$ cat config.mk
export PLATFORM = sky130hd
export DESIGN_NAME = imhq_keycmp
export DESIGN_NICKNAME = d
export VERILOG_FILES = /design/src/sv/imhq_pkg.sv /design/src/sv/imhq_keycmp.sv
export SDC_FILE = /design/constraint.sdc
export NUM_CORES = 1
export LEC_CHECK = 0
export BUFFER_PORTS_ARGS = -buffer_cell sky130_fd_sc_hd__clkbuf_2
export CORE_ASPECT_RATIO = 0.7
export CORE_MARGIN = 2
export CORE_UTILIZATION = 45
export DETAILED_ROUTE_END_ITERATION = 8
export GPL_TIMING_DRIVEN = 0
export MAX_ROUTING_LAYER = met4
export PLACE_DENSITY = 0.91
export SLEW_MARGIN = 10
export SYNTH_ARGS = -nofsm -noshare
export SYNTH_HDL_FRONTEND = slang
export SYNTH_SLANG_ARGS = --single-unit
$ cat constraint.sdc
create_clock -name vclk -period 6.05
set_input_delay 1.21 -clock vclk [all_inputs]
set_output_delay 1.21 -clock vclk [all_outputs]
set_load 0.005 [all_outputs]
$ cat src/sv/imhq_pkg.sv
// Shared types, field widths and codes for the indexed min-heap queue.
package imhq_pkg;

    localparam int REQ_W      = 2;
    localparam int ITEM_W     = 10;
    localparam int KEYIO_W    = 16;
    localparam int STATUS_W   = 3;
    localparam int COUNT_W    = 11;
    localparam int ITEM_COUNT = 1024;

    localparam logic [REQ_W-1:0] REQ_INSERT     = 2'd0;
    localparam logic [REQ_W-1:0] REQ_DELETE_MIN = 2'd1;
    localparam logic [REQ_W-1:0] REQ_DECREASE   = 2'd2;

    localparam logic [STATUS_W-1:0] ST_OK        = 3'd0;
    localparam logic [STATUS_W-1:0] ST_EMPTY     = 3'd1;
    localparam logic [STATUS_W-1:0] ST_CONFLICT  = 3'd2;
    localparam logic [STATUS_W-1:0] ST_ABSENT    = 3'd3;
    localparam logic [STATUS_W-1:0] ST_NOT_LOWER = 3'd4;

    // Operand selection of the shared key comparator
    typedef enum logic [1:0] {
        CMP_STORED_GT_NEW = 2'd0,
        CMP_LEFT_GT_RIGHT = 2'd1,
        CMP_MOV_GT_CHILD  = 2'd2
    } cmp_op_t;

endpackage

$ cat src/sv/imhq_keycmp.sv
// Shared key comparator: select an operand pair and report greater-than.
module imhq_keycmp #(
    parameter int KEY_WIDTH = 16
) (
    input  imhq_pkg::cmp_op_t       op,
    input  logic [KEY_WIDTH-1:0]    new_key,
    input  logic [KEY_WIDTH-1:0]    mem_key,
    input  logic [KEY_WIDTH-1:0]    left_key,
    input  logic [KEY_WIDTH-1:0]    mov_key,
    input  logic [KEY_WIDTH-1:0]    child_key,
    output logic                    gt
);

    logic [KEY_WIDTH-1:0] opa;
    logic [KEY_WIDTH-1:0] opb;

    always_comb
    begin
        unique case (op)
            imhq_pkg::CMP_STORED_GT_NEW:
            begin
                opa = mem_key;
                opb = new_key;
            end
            imhq_pkg::CMP_LEFT_GT_RIGHT:
            begin
                opa = left_key;
                opb = mem_key;
            end
            imhq_pkg::CMP_MOV_GT_CHILD:
            begin
                opa = mov_key;
                opb = child_key;
            end
            default:
            begin
                opa = '0;
                opb = '0;
            end
        endcase
        gt = (opa > opb);
    end

endmodule

# == Word level (Yosys, flattened, before mapping) ==
# Index checks and enable logic that the tools add are counted.
# totals
reg_bits,0
word_cells,6
out_inout_bits,1
# op_classes
n_lt_le_gt_ge,1
n_reduce_logical,1
n_eq_ne,2
muxes,2
# op_table
cell,count
case mux 16 bit (3 select lines),2
greater-than comparator 16 bit,1
== test 2 x 1 -> 1 bit (second input constant),1
== test 2 bit (second input constant),1
logical NOT 2 bit,1

# == Logic depth before layout (Yosys ltp) ==
# depth
depth_word,3
mapped_depth,10
depth_no_buf,9

# == Worst setup path after synthesis ==
# Ideal clock, no wire load.
# synth_path
path_type,input to output
startpoint,input op[1]
endpoint,output gt
arrival_time_ns,3.008
n_path_buf,2
setup_slack_ns,1.832
stages,10
path_cell_list,buf_2 buf_4 mux2i_1 nor2_1 a21oi_1 ha_1 a21oi_1 nand2_1 a221o_1 o31a_1
# synth_via
elab_chain_len,3
# synth_lines
element,line,rtl
start: declaration,imhq_keycmp.sv:5,"input imhq_pkg::cmp_op_t op,"
== test 2 bit (tied with other cells),imhq_keycmp.sv:19,unique case (op)
case mux 16 bit (3 select lines),imhq_keycmp.sv:19,
greater-than comparator 16 bit *,imhq_keycmp.sv:41,gt = (opa > opb);
end: declaration,imhq_keycmp.sv:11,output logic gt
# Every way passes the cells marked *; elsewhere a longest branch is shown, timed or not.

# == Final worst setup path ==
# Ends and elaborated chain as after synthesis.

==> impl_metrics.env <==
export IMPL_status="complete, no violations"
export IMPL_gr_usage_met2_pct=45.5
export IMPL_drive_gt1_share_pct=37.1
export IMPL_p_per_area_mw_per_mm2=74.3
export IMPL_io_buffers=83
export IMPL_die_w_microns=61.2
export IMPL_fillers=237
export IMPL_final_common_cell="clkbuf_2"
export IMPL_vias=1441
export IMPL_track_usage_pct=25.7
export IMPL_finalMaxSlewViolations=0
export IMPL_dieArea_sq_mm=0.00269
export IMPL_period_share_pct=77.8
export IMPL_cts_resized=0
export IMPL_gp_congestion=0.906
export IMPL_antenna_found_initial=0
export IMPL_synth_top_area_share_pct=19.4
export IMPL_max_freq_mhz=212
export IMPL_setup_viol=0
export IMPL_grt_pass1_vias=1292
export IMPL_fin_crit_ps=4710
export IMPL_worstPathRequired_ps=4840
export IMPL_grt_max_degree=11
export IMPL_syn_inst=165
export IMPL_post_cts_buffers=0
export IMPL_stdcell_area_sq_mm=0.00149
export IMPL_drcViolationCount=0
export IMPL_maxCapViolCount=0
export IMPL_rsz0062_at_grt="false"
export IMPL_seq_area_frac_synth_pct=0
export IMPL_top_usage_layer="met2"
export IMPL_path_class="input port to primary output"
export IMPL_cp_arrival_ps=3500
export IMPL_grt_use_met3_pct=1.75
export IMPL_yosysWarnings=0
export IMPL_seq_area_sq_um=0
export IMPL_syn_nets=263
export IMPL_syn_area_per_cell_sq_um=6.24
export IMPL_dr_pass1_iters=4
export IMPL_dpl_hpwl_mm=2.84
export IMPL_diodes=0
export IMPL_synth_top_cell_by_area="ha_1"
export IMPL_endpoint_kind="primary output"
export IMPL_hp_class="input port to primary output"
export IMPL_drtIter0Drc=71
export IMPL_leakagePower_nw=0.797
export IMPL_relSlewSlack_pct=67.3
export IMPL_die_height_microns=44.0
export IMPL_core_area_sq_mm=0.00215
export IMPL_drt_wl_total_mm=3.35
export IMPL_holdBufCountCts=0
export IMPL_path_max_fanout=10
export IMPL_syn_to_final_growth_pct=44.2
export IMPL_cp_start_kind="input port"
export IMPL_io_pins=83
export IMPL_seq_cell_count=0
export IMPL_ir_worst_vdd_uv=37.1
export IMPL_n_clock_buffer=0
export IMPL_use_met1_pct=33.9
export IMPL_hold_viol=0
export IMPL_tns_ps=0
export IMPL_antenna_left=0
export IMPL_synth_area_sq_mm=0.00103
export IMPL_nNetsFinal=348
export IMPL_worst_slew_pin_slew_ps=490
export IMPL_placement_cell_area_sq_mm=0.00149
export IMPL_ys_types=18
export IMPL_ys_top_cells_by_area="ha_1, a21oi_1, mux2i_1, nor2b_1, o21ai_0"
export IMPL_final_cell_mix="clkbuf_2, a21oi_1, nand2_1"
export IMPL_wire_per_inst_microns=12.0
export IMPL_grt_ovfl_total=0
export IMPL_grt_pass1_wl_mm=5.29
export IMPL_avgViaCountPerCell=5.15
export IMPL_fp_row_count=14
export IMPL_start_util_pct=47.8
## logic make-up (layout without fill, tap and decap cells)
| group | count (synthesis) | after routing | synth area share, % |
|---|---|---|---|
| compound gates | 60 | 60 | 30.9 |
| fa+ha+maj | 16 | 16 | 19.4 |
| buf+inv | 12 | 95 | 5.47 |
| mux | 16 | 16 | 15.6 |
| simple gates | 61 | 61 | 28.7 |
## where the power goes
group          internal, mW  switching, mW  total (mW)
combinational        0.0553         0.0550       0.110
sequential                0              0           0
clock                     0              0           0
## critical path, stage by stage
cell and delay [ps]:
clkbuf_2 100, buf_2 230, buf_4 270, mux2i_1 220, nor2_1 60, a21oi_1 140, ha_1 270, nand4_1 170
nor2_1 70, a221o_1 330, o31a_1 300, clkbuf_2 120
## layout make-up
type | instances | area, sq um | area share [%]
well taps | 32 | 40.0 | 2.70
plain buffers | 12 | 56.3 | 3.79
repair buffers | 83 | 415 | 28.0
multi-input cells | 153 | 973 | 65.5
## metrics by stage
stage	utilization (%)	std cells	power [mW]	hold slack (ps)	worst slack, ps
3_3_place_gp	68.9	280	0.106	3060	1370
2_1_floorplan	-	165	0.0667	2830	1830
3_5_place_dp	68.9	280	0.110	3070	1340
4_1_cts	68.9	280	0.111	3080	1330
5_1_grt	68.9	280	0.125	3120	1140
6_report	68.9	280	0.110	3070	1340
## worst paths after layout
kind | startpoint | endpoint | cells after the start
max | op[1] | gt | 12
min | left_key[0] | gt | 6
## cells in the mapped netlist, drive strengths merged
master	n
a21oi	38
nand2	19
nor2b	18
o21ai	18
nor2	17
ha	16
mux2i	16
buf	7
clkbuf	5
nand4	3
nand3	2
a21boi	1
a21o	1
a221o	1
and2	1
nor4	1
o31a	1
## routing by layer
| layer | vias up | wire, microns |
|---|---|---|
| li1 | 760 | - |
| met1 | 611 | 1430 |
| met2 | 70 | 1550 |
| met3 | 0 | 365 |
| met4 | 0 | 0 |
| met5 | - | 0 |
Power figures use the tool's default switching activity.
