$ cat src/sv/imhq_ram.sv
// Generic single-write, single-read RAM with registered read data.
module imhq_ram #(
    parameter int WIDTH = 8,
    parameter int DEPTH = 16
) (
    input  logic                       clk,
    input  logic                       we,
    input  logic [$clog2(DEPTH)-1:0]   waddr,
    input  logic [WIDTH-1:0]           wdata,
    input  logic [$clog2(DEPTH)-1:0]   raddr,
    output logic [WIDTH-1:0]           rdata
);

    logic [WIDTH-1:0] mem [DEPTH];

    always_ff @(posedge clk)
    begin
        if (we)
        begin
            mem[waddr] <= wdata;
        end
        rdata <= mem[raddr];
    end

endmodule

$ cat config.mk
export PLATFORM = sky130hd
export DESIGN_NAME = imhq_ram
export DESIGN_NICKNAME = d
export VERILOG_FILES = /design/src/sv/imhq_ram.sv
export SDC_FILE = /design/constraint.sdc
export NUM_CORES = 1
export LEC_CHECK = 0
export BUFFER_PORTS_ARGS = -buffer_cell sky130_fd_sc_hd__buf_2
export CORE_MARGIN = 4
export CORE_UTILIZATION = 30
export CTS_CLUSTER_DIAMETER = 120
export DETAILED_ROUTE_END_ITERATION = 12
export GPL_TIMING_DRIVEN = 0
export PLACE_DENSITY = 0.5
export SETUP_SLACK_MARGIN = 0.15
export SLEW_MARGIN = 20
export SYNTH_ARGS = -nofsm -noshare
export SYNTH_HDL_FRONTEND = slang
export SYNTH_SLANG_ARGS = --single-unit
$ cat constraint.sdc
create_clock -name clk -period 2.17 [get_ports clk]
set_clock_uncertainty 0.05 [all_clocks]
set_input_delay 0.217 -clock clk [delete_from_list [all_inputs] [get_ports clk]]
set_output_delay 0.217 -clock clk [all_outputs]
set_load 0.005 [all_outputs]
== Word-level counts from Yosys, hierarchy flattened ==
Memories as Yosys holds them, arrays and structs flattened. A register that Yosys moved wholly into a read port is not among the register bits.
Index checks and enable logic that the tools add are counted.

* Flip-flop bits (word level): 0
* Bits in writable memories: 128
* Input port bits: 18
* Output and inout bits: 8
* Logic and storage cells: 3
* Memories kept: 1

{| class="wikitable"
|+ Memory list
! memory !! depth !! bits a word !! rd ports !! clocked after Yosys merged registers in !! wr ports !! RTL line !! RTL
|-
| mem || 16 || 8 || 1 || 1 || 1 || 14 || <nowiki>logic [WIDTH-1:0] mem [DEPTH];</nowiki>
|}

* Multiplexer cells: 2

{| class="wikitable"
|+ Operators with widths
! kind !! number
|-
| $mux 1 || 2
|}

== Longest topological paths before layout ==
Gate-level depths: netlist of run 1.

* Depth after elaboration: 2
* Mapped depth: 5
* Gate-level depth less buffers: 3

== Worst setup path after synthesis of run 1 ==
Ideal clock, no wire load.

* Path type: input to register
* From: input port waddr[2]
* To: memory mem[0][0] (enable)
* Library setup time: 0.383 ns
* Arrival time: 1.327 ns
* Required time: 1.737 ns
* Setup slack: 0.410 ns
* Stages: 2
* Path buffers: 0
* Cells stage by stage: or3b_2 nor3_1

{| class="wikitable"
|+ RTL lines
! what !! RTL line !! RTL
|-
| from (decl) || 8 || <nowiki>input logic [$clog2(DEPTH)-1:0] waddr,</nowiki>
|-
| to (decl) || 14 ||
|}

Straight into the memory's write port.

== Worst setup path in the final report of run 1 ==
* From: input port waddr[2]
* To: memory mem[2][5] (enable)

Straight into the memory's write port.

==> summary.md, run 1 <==
| Metric | Value |
|---|---|
| Endpoints failing setup | `0` |
| Area leader, netlist | `edfxtp_1` |
| Worst-path maximum fanout | `8` |
| Pleak | `2.00 nW` |
| Ranking of synthesized cells by area | `edfxtp_1 75%, mux4_2 7.9%, mux4_1 7.1%, dfxtp_1 3.1%, a22oi_1 2.3%` |
| CP max stage delay | `0.69 ns` |
| PostCTS Resize Cnt | `0` |
| Worst-path cell chain | `buf_2 -> or3b_2 -> nor2_1` |
| Synth cell types | `19` |
| ANT nets after route | `0` |
| Post CTS Setup Buffer Count | `0` |
| Worst Tran Pin Value | `0.865 ns` |
| FF/Latch Area | `roughly 4000 µm²` |
| Sequential fraction of the synthesis area | `a little under 80%` |
| Commonest cells post-synth | `128 x edfxtp_1, 18 x mux4_2, 16 x a22oi_1, 14 x mux4_1, 13 x nor2_1` |
| First-pass GRT wire length | `around 16 mm` |
| Max Fclk | `roughly 630 MHz` |
| # rows | `47` |
| Post-Synth XOR/XNOR Area | `0%` |
| CTS Buf Count | `17` |
| Per-cell routed wire length | `21.0 µm` |
| Pwr Density | `960 nW/µm²` |
| Crit path time final | `1.59 ns` |
| Power Total | `about 6 mW` |
| Mux contribution to synthesized area | `15.0%` |
| Worst setup SP type | `primary input` |
| Core box area | `~17000 µm²` |
| Max clock buf depth | `2` |
| Warnings from Yosys | `0` |
| CP arrival | `1.56 ns` |
| Via count | `2351` |
| Finished Layout Cells | `505` |
| Final #Nets | `a little under 300` |
| HP Class | `primary input to register` |
| CTS hold repair buffers | `0` |
| FF+latch count, synth | `136` |
| CTS Sinks | `136` |
| Overall die area | `19300 µm²` |
| H-Tree Depth | `4` |
| RSZ-0062 raised after global routing | `no` |
| Netlist Area Pre-Place | `5150 µm²` |
| Crit Path Class | `primary input to register` |
| Avg Inst Size Synth | `around 22 µm²` |
| Vias in the first global route | `2483` |
| Drt total wl | `10.6 mm` |
| Max-cap violation count | `0` |
| Multi-input logic area | `1080 µm²` |
| Die span in y | `139 µm` |
| Antenna violations before repair | `0` |
| Synth Flop Type | `edfxtp_1` |
| Largest family of logic cells by synthesized area | `multiplexers` |
| DRC viols | `0` |
| Fillers | `1552` |
| Worst-path cell with the longest stage delay | `nor2_1` |
| Most common cell in the synthesized netlist | `edfxtp_1` |
| CTS clock-pin slew for the worst setup and hold paths | `0.06 ns` |
| Simple-gate area share of the yosys netlist | `under 10%` |
| Top cell type's share of synthesized area | `between 70% and 80%` |
| Placed insts | `473` |
| Root Driver | `clkbuf_16` |
| Dpl hpwl | `6.70 mm` |
| Crit end category | `register` |
| Final hold slack | `between 0.15 and 0.2 ns` |
| CP required | `approximately 2.2 ns` |
| Vias/cell | `about 4.7` |
| Skew-Pair Late Insertion Delay | `0.41 ns` |
| CTS tree | `yes` |
| Layout area overhead | `18.6%` |
| Final TNS setup | `0 ns` |
| Asr flop ratio synth | `0%` |
| Ant diodes | `0` |
| EDFF count, synth | `128` |
| Mapped Nets | `about 250` |
| Gpl congestion | `0.702` |
| Gr ovfl total | `0` |
| Die X | `139 µm` |
| Post-Synth Adder-Cell Area | `0%` |
| Drt initial violations | `310` |
| IO Pins | `26` |
| Final period utilization | `between 70% and 80%` |
| Initial Utilization | `30.8%` |
| Layout cells sized above 1 | `28.1%` |
| Drt first pass iters | `5` |
| Compound-gate portion of the synthesized area | `under 10%` |
| Worst slew margin | `roughly 42%` |
| Pin count of the biggest net entering global routing | `17` |
| Max VDD drop | `0.000659 V` |
| Gate Count Post-Synth | `~230` |
| Final Max Slew Viols | `0` |
| Tot GR Track Use | `11.5%` |
| Port-buffer cells | `24` |
| Hold Violations, Final | `0` |
| Outcome | `finished clean` |
-- metrics by stage --
stage / cell area (µm²) / utilization (%) / setup slack, ns
5_1_grt: 6110 / 36.6 / 0.543
3_3_place_gp: 5540 / 33.2 / -0.301
6_report: 6110 / 36.6 / 0.584
2_1_floorplan: 5150 / - / 0.410
4_1_cts: 6110 / 36.6 / 0.586
3_5_place_dp: 5560 / 33.3 / 0.143
-- cells by family after synthesis --
logic type / Yosys count
AND/OR/NAND/NOR: 35
buffers and inverters: 10
AO/OA/AOI/OAI: 16
multiplexers: 32
flip-flops: 136
-- power breakdown --
part | internal (mW) | switching, mW
Clock | 1.65 | 0.974
Combinational | 0.117 | 0.169
Sequential | 2.94 | 0.0119
-- sequential cells by signal (all words and copies together), names as in the netlist --
name	count
mem	128
rdata	8
-- final timing paths --
| kind | from | slack [ns] | cells past startpoint | endpoint |
|---|---|---|---|---|
| max | waddr[2] | 0.58 | 3 | mem[2][5] |
| max reg2reg | mem[9][2] | 0.73 | 3 | rdata[2] |
| min | wdata[3] | 0.16 | 1 | mem[14][3] |
| min reg2reg | mem[11][1] | 0.63 | 3 | rdata[1] |
-- critical path, delay by kind of cell --
| family | cells | cell delay [ns] |
|---|---|---|
| simple gates | 2 | 1.23 |
| buf+inv | 1 | 0.11 |
-- cell type report --
class,instances,share of cell area (%)
Timing Repair Buffer,24,1.97
Tap cell,220,4.51
Sequential cell,136,65.6
Multi-Input combinational cell,83,17.6
Clock inverter,13,1.82
Clock buffer,19,7.09
Buffer,10,1.41
-- cell usage in the layout, fill, tap and decap left out, types with 7 or more instances in the layout --
| master | synthesis | routed |
|---|---|---|
| a22oi_1 | 16 | 16 |
| buf_2 | 3 | 27 |
| clkbuf_16 | 0 | 17 |
| clkinv_1 | 0 | 7 |
| dfxtp_1 | 8 | 8 |
| edfxtp_1 | 128 | 128 |
| mux4_1 | 14 | 14 |
| mux4_2 | 18 | 18 |
| nand2_1 | 9 | 9 |
| nor2_1 | 13 | 13 |
-- routing by layer --
metal	track usage, %	wire length, µm	vias up
met5	0	0	-
met4	4.79	216	0
met3	4.38	620	12
met2	15.9	4660	75
met1	16.3	5080	1201
li1	-	-	1063
Power figures use the tool's default switching activity.
==> run 2: changes to the inputs <==
- PLACE_DENSITY: 0.5 -> 0.51
- clock period: 2.17 -> 1.45 ns (I/O delays scaled with it)
==> run 2 against run 1 <==
Compared with the run above: worst hold slack got worse by 0.073 ns; worst setup slack got worse by 0.53 ns; flip-flop and latch count unchanged; critical path type is now register to register; critical endpoint is now rdata[0]; largest cell class unchanged.
==> summary.md, run 2 (synthesis results as in run 1) <==
| Metric | Value |
|---|---|
| Outcome | `finished clean` |
| Vias/cell | `4.58` |
| Ant diodes | `0` |
| Drt initial violations | `208` |
| First-pass GRT wire length | `16.1 mm` |
| Pwr Density | `1450 nW/µm²` |
| Root Driver | `clkbuf_16` |
| Worst setup SP type | `register` |
| Fillers | `1553` |
| ANT nets after route | `0` |
| Worst Tran Pin Value | `between 0.8 and 0.9 ns` |
| Core box area | `16700 µm²` |
| Crit path time final | `1.39 ns` |
| Finished Layout Cells | `505` |
| Hold Violations, Final | `0` |
| Dpl hpwl | `6.68 mm` |
| CTS clock-pin slew for the worst setup and hold paths | `0.06 ns` |
| Gr ovfl total | `0` |
| Final Worst Setup Slack | `0.0589 ns` |
| Most frequent cells in the layout | `128 x edfxtp_1, 27 x buf_2, 27 x mux4_2` |
| Layout cells sized above 1 | `40.7%` |
| Final TNS setup | `0 ns` |
| Final Max Slew Viols | `0` |
| Initial Utilization | `30.8%` |
| Placed insts | `473` |
| Pleak | `2.01 nW` |
| Crit Path Class | `register to register` |
| DRC viols | `0` |
| IO Pins | `26` |
| Reg2reg setup slack | `0.06 ns` |
| Port-buffer cells | `24` |
| Tot GR Track Use | `11.6%` |
| Max clock buf depth | `2` |
| CTS Buf Count | `17` |
| Biggest register | `mem` |
| Die span in y | `139 µm` |
| Largest register FFs | `approximately 130` |
| Placed inst area | `5590 µm²` |
| Max-cap violation count | `0` |
| CTS Sinks | `136` |
| CTS tree | `yes` |
| Pin count of the biggest net entering global routing | `17` |
| Max VDD drop | `0.000862 V` |
| Crit end category | `register` |
| Power Total | `9.00 mW` |
| Commonest non-fill, non-tap cell in the layout | `edfxtp_1` |
| Top Registers | `mem (128), rdata (8)` |
| Post-route cell area | `6200 µm²` |
| Antenna violations before repair | `0` |
| Gpl congestion | `about 0.72` |
| Fin util | `37.1%` |
| Via count | `2314` |
| Worst-path maximum fanout | `1` |
| Final period utilization | `between 90% and 100%` |
| Per-cell routed wire length | `about 21 µm` |
| Skew-Pair Late Insertion Delay | `0.41 ns` |
| Overall die area | `between 15000 and 20000 µm²` |
| Final #Nets | `290` |
| Max Fclk | `719 MHz` |
| FF/Latch Area | `4000 µm²` |
| # rows | `47` |
| Worst slew margin | `46.4%` |
| Drt first pass iters | `4` |
| Final hold slack | `0.0883 ns` |
| Layout area overhead | `20.5%` |
| Vias in the first global route | `~2500` |
| DP Worst Slack | `-0.298 ns` |
| Die X | `139 µm` |
| CP arrival | `1.62 ns` |
| H-Tree Depth | `4` |
| HP Class | `primary input to register` |
| Drt total wl | `around 11 mm` |
| Endpoints failing setup | `0` |
| RSZ-0062 raised after global routing | `yes` |
| CP required | `1.68 ns` |
| Multi-input logic area | `1130 µm²` |
## run 2: changes by cell type in the layout (fill, tap and decap cells not counted), moves of 9 or more
cell / before / now
nor2_2: 0 / 10
nor2_1: 13 / 3
a22oi_2: 0 / 9
mux4_1: 14 / 5
mux4_2: 18 / 27
a22oi_1: 16 / 7
## run 2: worst max-delay path: stages, from the launching register on
cell and delay [ns]:
edfxtp_1 0.37, mux4_2 0.51, a22oi_2 0.22, nand2_1 0.10
## run 2: timing repair
action	4_1_cts	5_1_grt
resized for setup	17	9
hold buffers	0	0
setup buffers	0	0
pin swaps	6	3
endpoints found under the setup margin	16	64
## run 2: layout make-up
| type | count | share of cell area, % |
|---|---|---|
| clock buffer | 24 | 8.25 |
| buffer | 10 | 1.51 |
| clock inverter | 8 | 1.09 |
| sequential | 136 | 64.6 |
| tap | 220 | 4.44 |
| multi-input combinational | 83 | 18.2 |
| timing repair buffer | 24 | 1.94 |
## run 2: worst paths after layout
path,startpoint,end,cells past startpoint
max,mem[4][0],rdata[0],3
min,wdata[6],mem[15][6],1
max reg2reg,mem[4][0],rdata[0],3
min reg2reg,mem[8][2],rdata[2],3
## run 2: report_power, final
part	leakage [nW]	switching, mW	internal (mW)
combinational	0.494	0.271	0.190
clock	0.292	1.51	2.61
sequential	1.22	0.0193	4.40
## run 2: per-layer routing
layer / wire (µm) / track usage [%] / up-vias
met3: 403 / 3.10 / 14
met2: 4670 / 16.1 / 47
met4: 223 / 4.69 / 0
li1: - / - / 1050
met1: 5280 / 17.2 / 1203
met5: 0 / 0 / -
